## src/rtl/bucketed_hash_join_core_macros.svh

```systemverilog
// assertion macros for the hash join core
`ifndef BUCKETED_HASH_JOIN_CORE_MACROS_SVH
`define BUCKETED_HASH_JOIN_CORE_MACROS_SVH
`ifndef ASSERT_OFF
`define HJ_ASSERT_IMPLY(lbl, clk, rst_n, a, b, msg) \
    lbl: assert property (@(posedge clk) disable iff (!(rst_n)) (a) |-> (b)) else $error(msg);
`define HJ_ASSERT_NEXT(lbl, clk, rst_n, a, b, msg) \
    lbl: assert property (@(posedge clk) disable iff (!(rst_n)) (a) |=> (b)) else $error(msg);
`else
`define HJ_ASSERT_IMPLY(lbl, clk, rst_n, a, b, msg)
`define HJ_ASSERT_NEXT(lbl, clk, rst_n, a, b, msg)
`endif
`endif

```

## src/rtl/bhj_ram.sv

```systemverilog
// simple dual port ram, one write and one registered read port
`default_nettype none
module bhj_ram #(
    parameter int WIDTH = 8,
    parameter int DEPTH = 16
) (
    input  wire logic                     i_clk,
    input  wire logic                     i_we,
    input  wire logic [$clog2(DEPTH)-1:0] i_waddr,
    input  wire logic [WIDTH-1:0]         i_wdata,
    input  wire logic [$clog2(DEPTH)-1:0] i_raddr,
    output logic      [WIDTH-1:0]         o_rdata
);
    logic [WIDTH-1:0] r_mem [DEPTH];

    always_ff @(posedge i_clk) begin
        if (i_we) begin
            r_mem[i_waddr] <= i_wdata;
        end
        o_rdata <= r_mem[i_raddr];
    end
endmodule
`default_nettype wire

```

## config.mk

```make
export PLATFORM = sky130hd
export DESIGN_NAME = bhj_ram
export DESIGN_NICKNAME = d
export VERILOG_FILES = /design/src/rtl/bucketed_hash_join_core_macros.svh /design/src/rtl/bhj_ram.sv
export SDC_FILE = /design/constraint.sdc
export NUM_CORES = 1
export LEC_CHECK = 0
export CORE_MARGIN = 3
export CORE_UTILIZATION = 30
export CTS_CLUSTER_SIZE = 12
export DETAILED_ROUTE_END_ITERATION = 12
export DONT_BUFFER_PORTS = 1
export MAX_ROUTING_LAYER = met4
export PLACE_DENSITY = 0.41
export SLEW_MARGIN = 15
export SYNTH_ARGS = -nofsm -noshare
export SYNTH_HDL_FRONTEND = slang
export SYNTH_SLANG_ARGS = --single-unit
export TNS_END_PERCENT = 100
```

## constraint.sdc

```tcl
create_clock -name i_clk -period 1.6 [get_ports i_clk]
set_input_delay 0.08 -clock i_clk [delete_from_list [all_inputs] [get_ports i_clk]]
set_output_delay 0.08 -clock i_clk [all_outputs]
set_load 0.01 [all_outputs]
```

==> PnR_summary.wiki, run 1 <==
{| class="wikitable"
! Metric !! Value
|-
| Category of the worst setup path capture point || flop
|-
| MaxCap Viol Count || 0
|-
| Remaining design rule violation count || 0
|-
| Filler cell count || 1556
|-
| Top-level I/O count || 26
|-
| Net load switching power || 1.513 mW
|-
| Count of input and output buffers || 0
|-
| Maximum clock skew at final layout || 0.009742 ns
|-
| Area Growth Syn to Fin || 17.84%
|-
| Gate power share || 3.8%
|-
| Router iterations before antenna repair || 4
|-
| Netlist cell types || 19
|-
| Leak || 1.995 nW
|-
| #FFs+latches synth || 136
|-
| Cell Rows || 47
|-
| Switching power share of the total || 20.02%
|-
| Vias per Instance || 4.653
|-
| Routed wirelength normalized by instance count || 21.67 um
|-
| Antenna Diode Count || 0
|-
| Sequential share of power || 53.3%
|-
| FF+latch area || 4004 sq um
|-
| Class of the most critical hold timing path || input port to flop
|-
| Number of vias in the routed layout || 2317
|-
| Internal || 6.044 mW
|-
| VDD IR-drop max || 0.8844 mV
|-
| Clock-pin slew on the worst setup and hold paths || 0.06 ns
|-
| HPWL reported at the end of detailed placement || 6844 um
|-
| Fraction of final layout cells with drive strength greater than 1 || 23.74%
|-
| Wire length of the first global-routing pass || 16440 um
|-
| Avg Cell Area, Syn || 22.48 sq um
|-
| RD Place Congestion || 0.7399
|-
| Period Utilization, post-route || 89.76%
|-
| Die area || 18770 sq um
|-
| Number of max-slew violations in the final report || 0
|-
| Multi-input logic area || 1057 sq um
|-
| Via count of the first global-routing pass || 2536
|-
| Final antenna-violating net count || 0
|-
| Final nets || 284
|-
| Clock network power share || 42.9%
|-
| Arrival @ worst endpoint || 1.72 ns
|-
| Clock tree from TritonCTS || yes
|-
| Maximum number of pins on one net before global-route repair || 33
|-
| Startpoint type of the worst setup path || flop
|-
| Routed wire length || 10790 um
|-
| Number of hold violations in the final report || 0
|-
| H-tree depth || 4
|-
| Largest fanout on the critical path || 1
|-
| Initial Utilization || 30.82%
|-
| Clock period minus final worst setup slack || 1.436 ns
|-
| Power Density || 1246 nW/um^2
|-
| Max_slew headroom || 46.15%
|-
| Gr ovfl total || 0
|-
| Insertion delay to the later sink of the worst-skew pair || 0.41 ns
|-
| Top cell type's share of synthesized area || 74.67%
|-
| Cell types occupying the most area after synthesis || sky130_fd_sc_hd__edfxtp_1 (75%), sky130_fd_sc_hd__mux4_2 (7.9%), sky130_fd_sc_hd__mux4_1 (7.1%)
|-
| Area leader, netlist || sky130_fd_sc_hd__edfxtp_1
|-
| Worst reg2reg setup slack || 0.16 ns
|-
| Vertical die dimension || 137.0 um
|-
| Transition time at the pin with the least slew margin || 0.8060 ns
|-
| Overall routing resource usage || 13.07%
|-
| Clock Tree Buf Depth || 2
|-
| Result of the run || complete, no violations
|-
| Top achievable clock speed || 0.6963 GHz
|-
| Synthesized cell area || 5147 sq um
|-
| Setup repair bufs after CTS || 0
|-
| Critical path class || flop to flop
|-
| Worst path required time || 1.88 ns
|-
| Initial antenna violation count || 0
|-
| RSZ-0062 raised after global routing || no
|-
| Proportion of synthesized chip area in sequential cells || 77.78%
|-
| Width of the die || 137.0 um
|-
| Clock buffers created by TritonCTS || 17
|-
| Master cell of the clock root buffer || sky130_fd_sc_hd__clkbuf_16
|-
| Most frequent cells in the layout || sky130_fd_sc_hd__edfxtp_1 (128), sky130_fd_sc_hd__buf_4 (19), sky130_fd_sc_hd__mux4_2 (18)
|-
| Synth Net Count || 247
|-
| Final TNS setup || 0 ns
|-
| Final Setup Violations || 0
|-
| Synthesized instance count || 229
|-
| Number of warning messages in the yosys log || 0
|-
| Most common library cell in the layout ignoring fill and taps || sky130_fd_sc_hd__edfxtp_1
|-
| Number of clock sinks || 136
|-
| CORE AREA || 16700 sq um
|-
| 1st-iter DRT viols || 230
|-
| Post-route core utilization || 36.32%
|}
-- synthesized netlist by cell type --
cell and instances:
sky130_fd_sc_hd__a22oi_1 16, sky130_fd_sc_hd__edfxtp_1 128, sky130_fd_sc_hd__nor2_1 13, sky130_fd_sc_hd__buf_4 1, sky130_fd_sc_hd__buf_6 3, sky130_fd_sc_hd__and2_1 1
sky130_fd_sc_hd__nand2_1 9, sky130_fd_sc_hd__clkdlybuf4s25_2 3, sky130_fd_sc_hd__nor3_1 4, sky130_fd_sc_hd__nand2b_1 2, sky130_fd_sc_hd__and2b_1 1, sky130_fd_sc_hd__mux4_1 14
sky130_fd_sc_hd__nand3_1 1, sky130_fd_sc_hd__nand3b_1 2, sky130_fd_sc_hd__mux4_2 18, sky130_fd_sc_hd__or3b_2 1, sky130_fd_sc_hd__dfxtp_1 8, sky130_fd_sc_hd__buf_2 3
sky130_fd_sc_hd__nor2b_1 1
-- cell type report --
class                   instances  share of cell area (%)
clock buffers                  18                   7.075
clock inverters                13                   1.073
multi-input cells              83                   17.43
flip-flops and latches        136                   66.01
well taps                     220                   4.538
repair buffers                 28                   3.878
-- cells by family after synthesis --
| family | after synthesis | share of synthesized area [%] |
|---|---|---|
| AO/OA/AOI/OAI | 16 | 2.334 |
| buffers and inverters | 10 | 1.677 |
| flip-flops | 136 | 77.78 |
| multiplexers | 32 | 15.02 |
| AND/OR/NAND/NOR | 35 | 3.184 |
-- critical path: stages (launching register included) --
cell                       delay (ns)
sky130_fd_sc_hd__edfxtp_1        0.35
sky130_fd_sc_hd__mux4_1          0.55
sky130_fd_sc_hd__a22oi_1         0.29
sky130_fd_sc_hd__nand2_1         0.11
-- path summary, 6_finish.rpt --
kind,depth (start not counted),from,end
max,3,r_mem[5][1],o_rdata[1]
max reg2reg,3,r_mem[5][1],o_rdata[1]
min reg2reg,3,r_mem[8][3],o_rdata[3]
min,3,i_raddr[1],o_rdata[5]
-- flip-flops by register name (all words and copies together) (netlist names) --
register  cells
r_mem       128
o_rdata       8
-- power by group through the flow --
| stage | Clock [mW] | Combinational, mW | Sequential [mW] |
|---|---|---|---|
| final | 3.24 | 0.291 | 4.02 |
| after global routing | 3.48 | 0.322 | 4.03 |
| after CTS | 3.32 | 0.298 | 4.03 |
| after detailed placement | 0 | 0.226 | 4.10 |
| after global placement | 0 | 0.227 | 4.10 |
| after floorplan | 0 | 0.202 | 4.09 |
-- routing by layer --
metal,vias to the layer above,routed length (um),GRT usage (%)
met3,14,397,3.199
li1,1043,-,-
met5,-,0,-
met1,1211,4918,16.84
met4,0,170,5.654
met2,49,5307,19.78
-- through the flow --
stage / total power, mW / std cells / worst slack, ns / area (sq um) / hold WS (ns)
3_3_place_gp: 4.325 / 458 / 0.1519 / 5479 / 0.1797
3_5_place_dp: 4.325 / 458 / 0.1494 / 5479 / 0.1798
2_1_floorplan: 4.287 / 229 / 0.02713 / 5147 / 0.1789
6_report: 7.557 / 498 / 0.1638 / 6066 / 0.007890
5_1_grt: 7.833 / 498 / 0.06419 / 6066 / 0.01983
4_1_cts: 7.650 / 498 / 0.03759 / 6063 / 0.003817
-- repair_timing --
item	CTS	global route
endpoints found under the setup margin	0	5
resized for setup	0	1
hold buffers	9	0
endpoints found under the hold margin	134	0
No activity file was read; power rests on OpenSTA's default activity.
==> inputs of run 2 (changes only) <==
--- a/config.mk
+++ b/config.mk
@@ -5,13 +5,13 @@
 export SDC_FILE = /design/constraint.sdc
 export NUM_CORES = 1
 export LEC_CHECK = 0
+export CAP_MARGIN = 40
 export CORE_MARGIN = 3
 export CORE_UTILIZATION = 30
 export CTS_CLUSTER_SIZE = 12
 export DETAILED_ROUTE_END_ITERATION = 12
 export DONT_BUFFER_PORTS = 1
 export MAX_ROUTING_LAYER = met4
-export PLACE_DENSITY = 0.41
 export SLEW_MARGIN = 15
 export SYNTH_ARGS = -nofsm -noshare
 export SYNTH_HDL_FRONTEND = slang
==> run 2 against run 1 <==
Compared with the run above:
- combinational power is 1% lower
- clock skew is 0.0021 ns lower
- register-to-register slack better by 0.03 ns
- hold slack worse by 0.023 ns
- via count is 2.2% higher
- power is 5.2% higher
- sequential power hardly changed
- cell count is 0.40% higher
- critical path type unchanged
- sequential cell count stayed put
- worst setup slack better by 0.030 ns
- critical path depth stayed put
- first-iteration DRC count is 16% lower
- the run now ends with negative hold slack left
==> PnR_summary.wiki, run 2 (synthesis results as in run 1) <==
{| class="wikitable"
! Metric !! Value
|-
| Clock buffers created by TritonCTS || 17 (unchanged)
|-
| Clock tree from TritonCTS || yes
|-
| RD Place Congestion || 0.7050 (-4.7%)
|-
| Vertical die dimension || 137.0 um (unchanged)
|-
| Multi-input logic area || 1057 sq um (unchanged)
|-
| MaxCap Viol Count || 0 (unchanged)
|-
| Initial Utilization || 30.82% (unchanged)
|-
| Width of the die || 137.0 um (unchanged)
|-
| HPWL reported at the end of detailed placement || 6438 um (-5.9%)
|-
| Filler cell count || 1532 (-1.5%)
|-
| Crit path cell chain || mux4_1 > a22oi_1 > nand2_1
|-
| Clock Tree Buf Depth || 2 (unchanged)
|-
| Area Growth Syn to Fin || 19.28%
|-
| Top achievable clock speed || 0.7111 GHz (+2.1%)
|-
| 1st-iter DRT viols || 193 (-16%)
|-
| Number of max-slew violations in the final report || 0 (unchanged)
|-
| Via count of the first global-routing pass || 2527 (-0.35%)
|-
| Initial antenna violation count || 0 (unchanged)
|-
| Final antenna-violating net count || 0 (unchanged)
|-
| Most common library cell in the layout ignoring fill and taps || sky130_fd_sc_hd__edfxtp_1
|-
| Transition time at the pin with the least slew margin || 0.6118 ns (-0.1943 ns)
|-
| Cell count of the worst hold path || 3 (unchanged)
|-
| Routed wirelength normalized by instance count || 20.78 um (-4.1%)
|-
| Cell with the largest stage delay on the worst path || sky130_fd_sc_hd__mux4_1
|-
| Critical path class || flop to flop
|-
| RSZ-0062 raised after global routing || no
|-
| Clock-pin slew on the worst setup and hold paths || 0.05 ns (about the same)
|-
| Result of the run || finished, violations left
|-
| Gr ovfl total || 0 (unchanged)
|-
| Cell total after placement || 459 (+0.22%)
|-
| Leak || 2.007 nW (+0.60%)
|-
| Maximum clock skew at final layout || 0.007596 ns (-0.002145 ns)
|-
| Clock period minus final worst setup slack || 1.406 ns (-0.03001 ns)
|-
| Violated checks || negative hold slack
|-
| Period Utilization, post-route || 87.89% (-1.9 points)
|-
| CORE AREA || 16700 sq um (unchanged)
|-
| H-tree depth || 4 (unchanged)
|-
| Insertion delay to the later sink of the worst-skew pair || 0.42 ns (about the same)
|-
| End of the worst register-to-register path || o_rdata[3]
|-
| Master cell of the clock root buffer || sky130_fd_sc_hd__clkbuf_16
|-
| Maximum number of pins on one net before global-route repair || 33 (unchanged)
|-
| Remaining design rule violation count || 0 (unchanged)
|-
| Largest fanout on the critical path || 1 (unchanged)
|-
| Endpoint, Worst Hold || o_rdata[3]
|-
| Max_slew headroom || 59.08% (+13 points)
|-
| Most flops, register || r_mem
|-
| Top flop regs || r_mem x128, o_rdata x8
|-
| Maximum single-stage delay on the critical path || 0.51 ns (-0.04 ns)
|-
| Die area || 18770 sq um (unchanged)
|-
| Number of standard cells in the layout, taps in and fillers out || 500 (+0.40%)
|-
| Final TNS setup || 0 ns (unchanged)
|-
| Flip-flop count of the largest register, all copies and words added || 128 (unchanged)
|-
| Wire length of the first global-routing pass || 15830 um (-3.7%)
|-
| Arrival @ worst endpoint || 1.70 ns (-0.02 ns)
|-
| Reg-to-Reg Start || r_mem[1][3]
|-
| Worst hold slack across all endpoints || -0.01519 ns (-0.02308 ns)
|-
| Count of input and output buffers || 0 (unchanged)
|-
| Final nets || 285 (+0.35%)
|-
| Startpoint type of the worst setup path || flop
|-
| Overall power of the completed layout || 7.949 mW (+5.2%)
|-
| Class of the most critical hold timing path || input port to flop
|-
| Number of vias in the routed layout || 2367 (+2.2%)
|-
| Kind of cell adding the most delay to the critical path || multiplexers
|-
| Number of hold violations in the final report || 3 (+3)
|-
| Router iterations before antenna repair || 4 (unchanged)
|-
| Sum of buffers and inverters on the critical path || 0 (unchanged)
|-
| VDD IR-drop max || 0.7431 mV (-16%)
|-
| Category of the worst setup path capture point || flop
|-
| Worst path required time || 1.89 ns (about the same)
|-
| Fraction of final layout cells with drive strength greater than 1 || 23.93% (+0.19 points)
|-
| Number of clock sinks || 136 (unchanged)
|-
| Cell Rows || 47 (unchanged)
|-
| Final Setup Violations || 0 (unchanged)
|-
| FF+latch area || 4004 sq um (unchanged)
|-
| Most frequent cells in the layout || sky130_fd_sc_hd__edfxtp_1 (128), sky130_fd_sc_hd__buf_4 (20), sky130_fd_sc_hd__mux4_2 (18)
|-
| Worst reg2reg setup slack || 0.19 ns (+0.03 ns)
|-
| Antenna Diode Count || 0 (unchanged)
|-
| Beginning of the worst hold path || i_raddr[1]
|-
| Top-level I/O count || 26 (unchanged)
|-
| Number of cells traversed by the worst register-to-register path || 3 (unchanged)
|-
| Power Density || 1295 nW/um^2 (+3.9%)
|-
| Vias per Instance || 4.734 (+1.7%)
|-
| Overall routing resource usage || 12.62% (-0.44 points)
|-
| Routed wire length || 10390 um (-3.8%)
|}
==> run 2: cell type report <==
type	instances	share of cell area [%]
multi-input cells	83	17.22
clock buffers	25	8.070
repair buffers	29	3.913
flip-flops and latches	136	65.21
clock inverters	7	1.100
well taps	220	4.483
==> run 2: routing by layer <==
| metal | up-vias | share of wire, % | global-route usage, % |
|---|---|---|---|
| met2 | 59 | 48 | 18.09 |
| met5 | - | 0 | - |
| met4 | 0 | 1.5 | 5.488 |
| met3 | 16 | 6.7 | 5.588 |
| li1 | 1054 | - | - |
| met1 | 1238 | 44 | 15.52 |
==> run 2: power by group <==
part	leakage [nW]	switching, mW	total [mW]	internal (mW)
registers	1.22	0.0376	4.02	3.99
logic	0.514	0.147	0.287	0.140
clock network	0.269	1.35	3.64	2.29
==> run 2: stage by stage <==
stage	instance area, sq um	utilization, %	setup WS (ns)
2_1_floorplan	5147	-	0.02713
3_3_place_gp	5487	32.85	0.2320
3_5_place_dp	5487	32.85	0.2036
4_1_cts	6130	36.70	0.1917
5_1_grt	6140	36.76	0.05806
6_report	6140	36.76	0.1938
==> run 2: worst max-delay path by stage <==
stage	from	to	slack, ns	cells after the start
final	r_mem[1][3]	o_rdata[3]	0.19	3
after global routing	r_mem[1][3]	o_rdata[3]	0.06	3
after CTS	r_mem[1][3]	o_rdata[3]	0.19	3
after detailed placement	r_mem[1][3]	o_rdata[3]	0.20	3
after global placement	r_mem[1][3]	o_rdata[3]	0.23	3
after floorplan	i_waddr[2]	r_mem[0][0]	0.03	2
==> run 2: what timing repair did <==
item                                   CTS  global route
endpoints found under the hold margin  135             4
hold buffers                             8             1
resized for setup                        0             0
setup buffers                            0             0
==> run 2: tightest hold or removal path, cell delays in order <==
cell	delay, ns
sky130_fd_sc_hd__mux4_1	0.13
sky130_fd_sc_hd__a22oi_1	0.08
sky130_fd_sc_hd__nand2_1	0.06
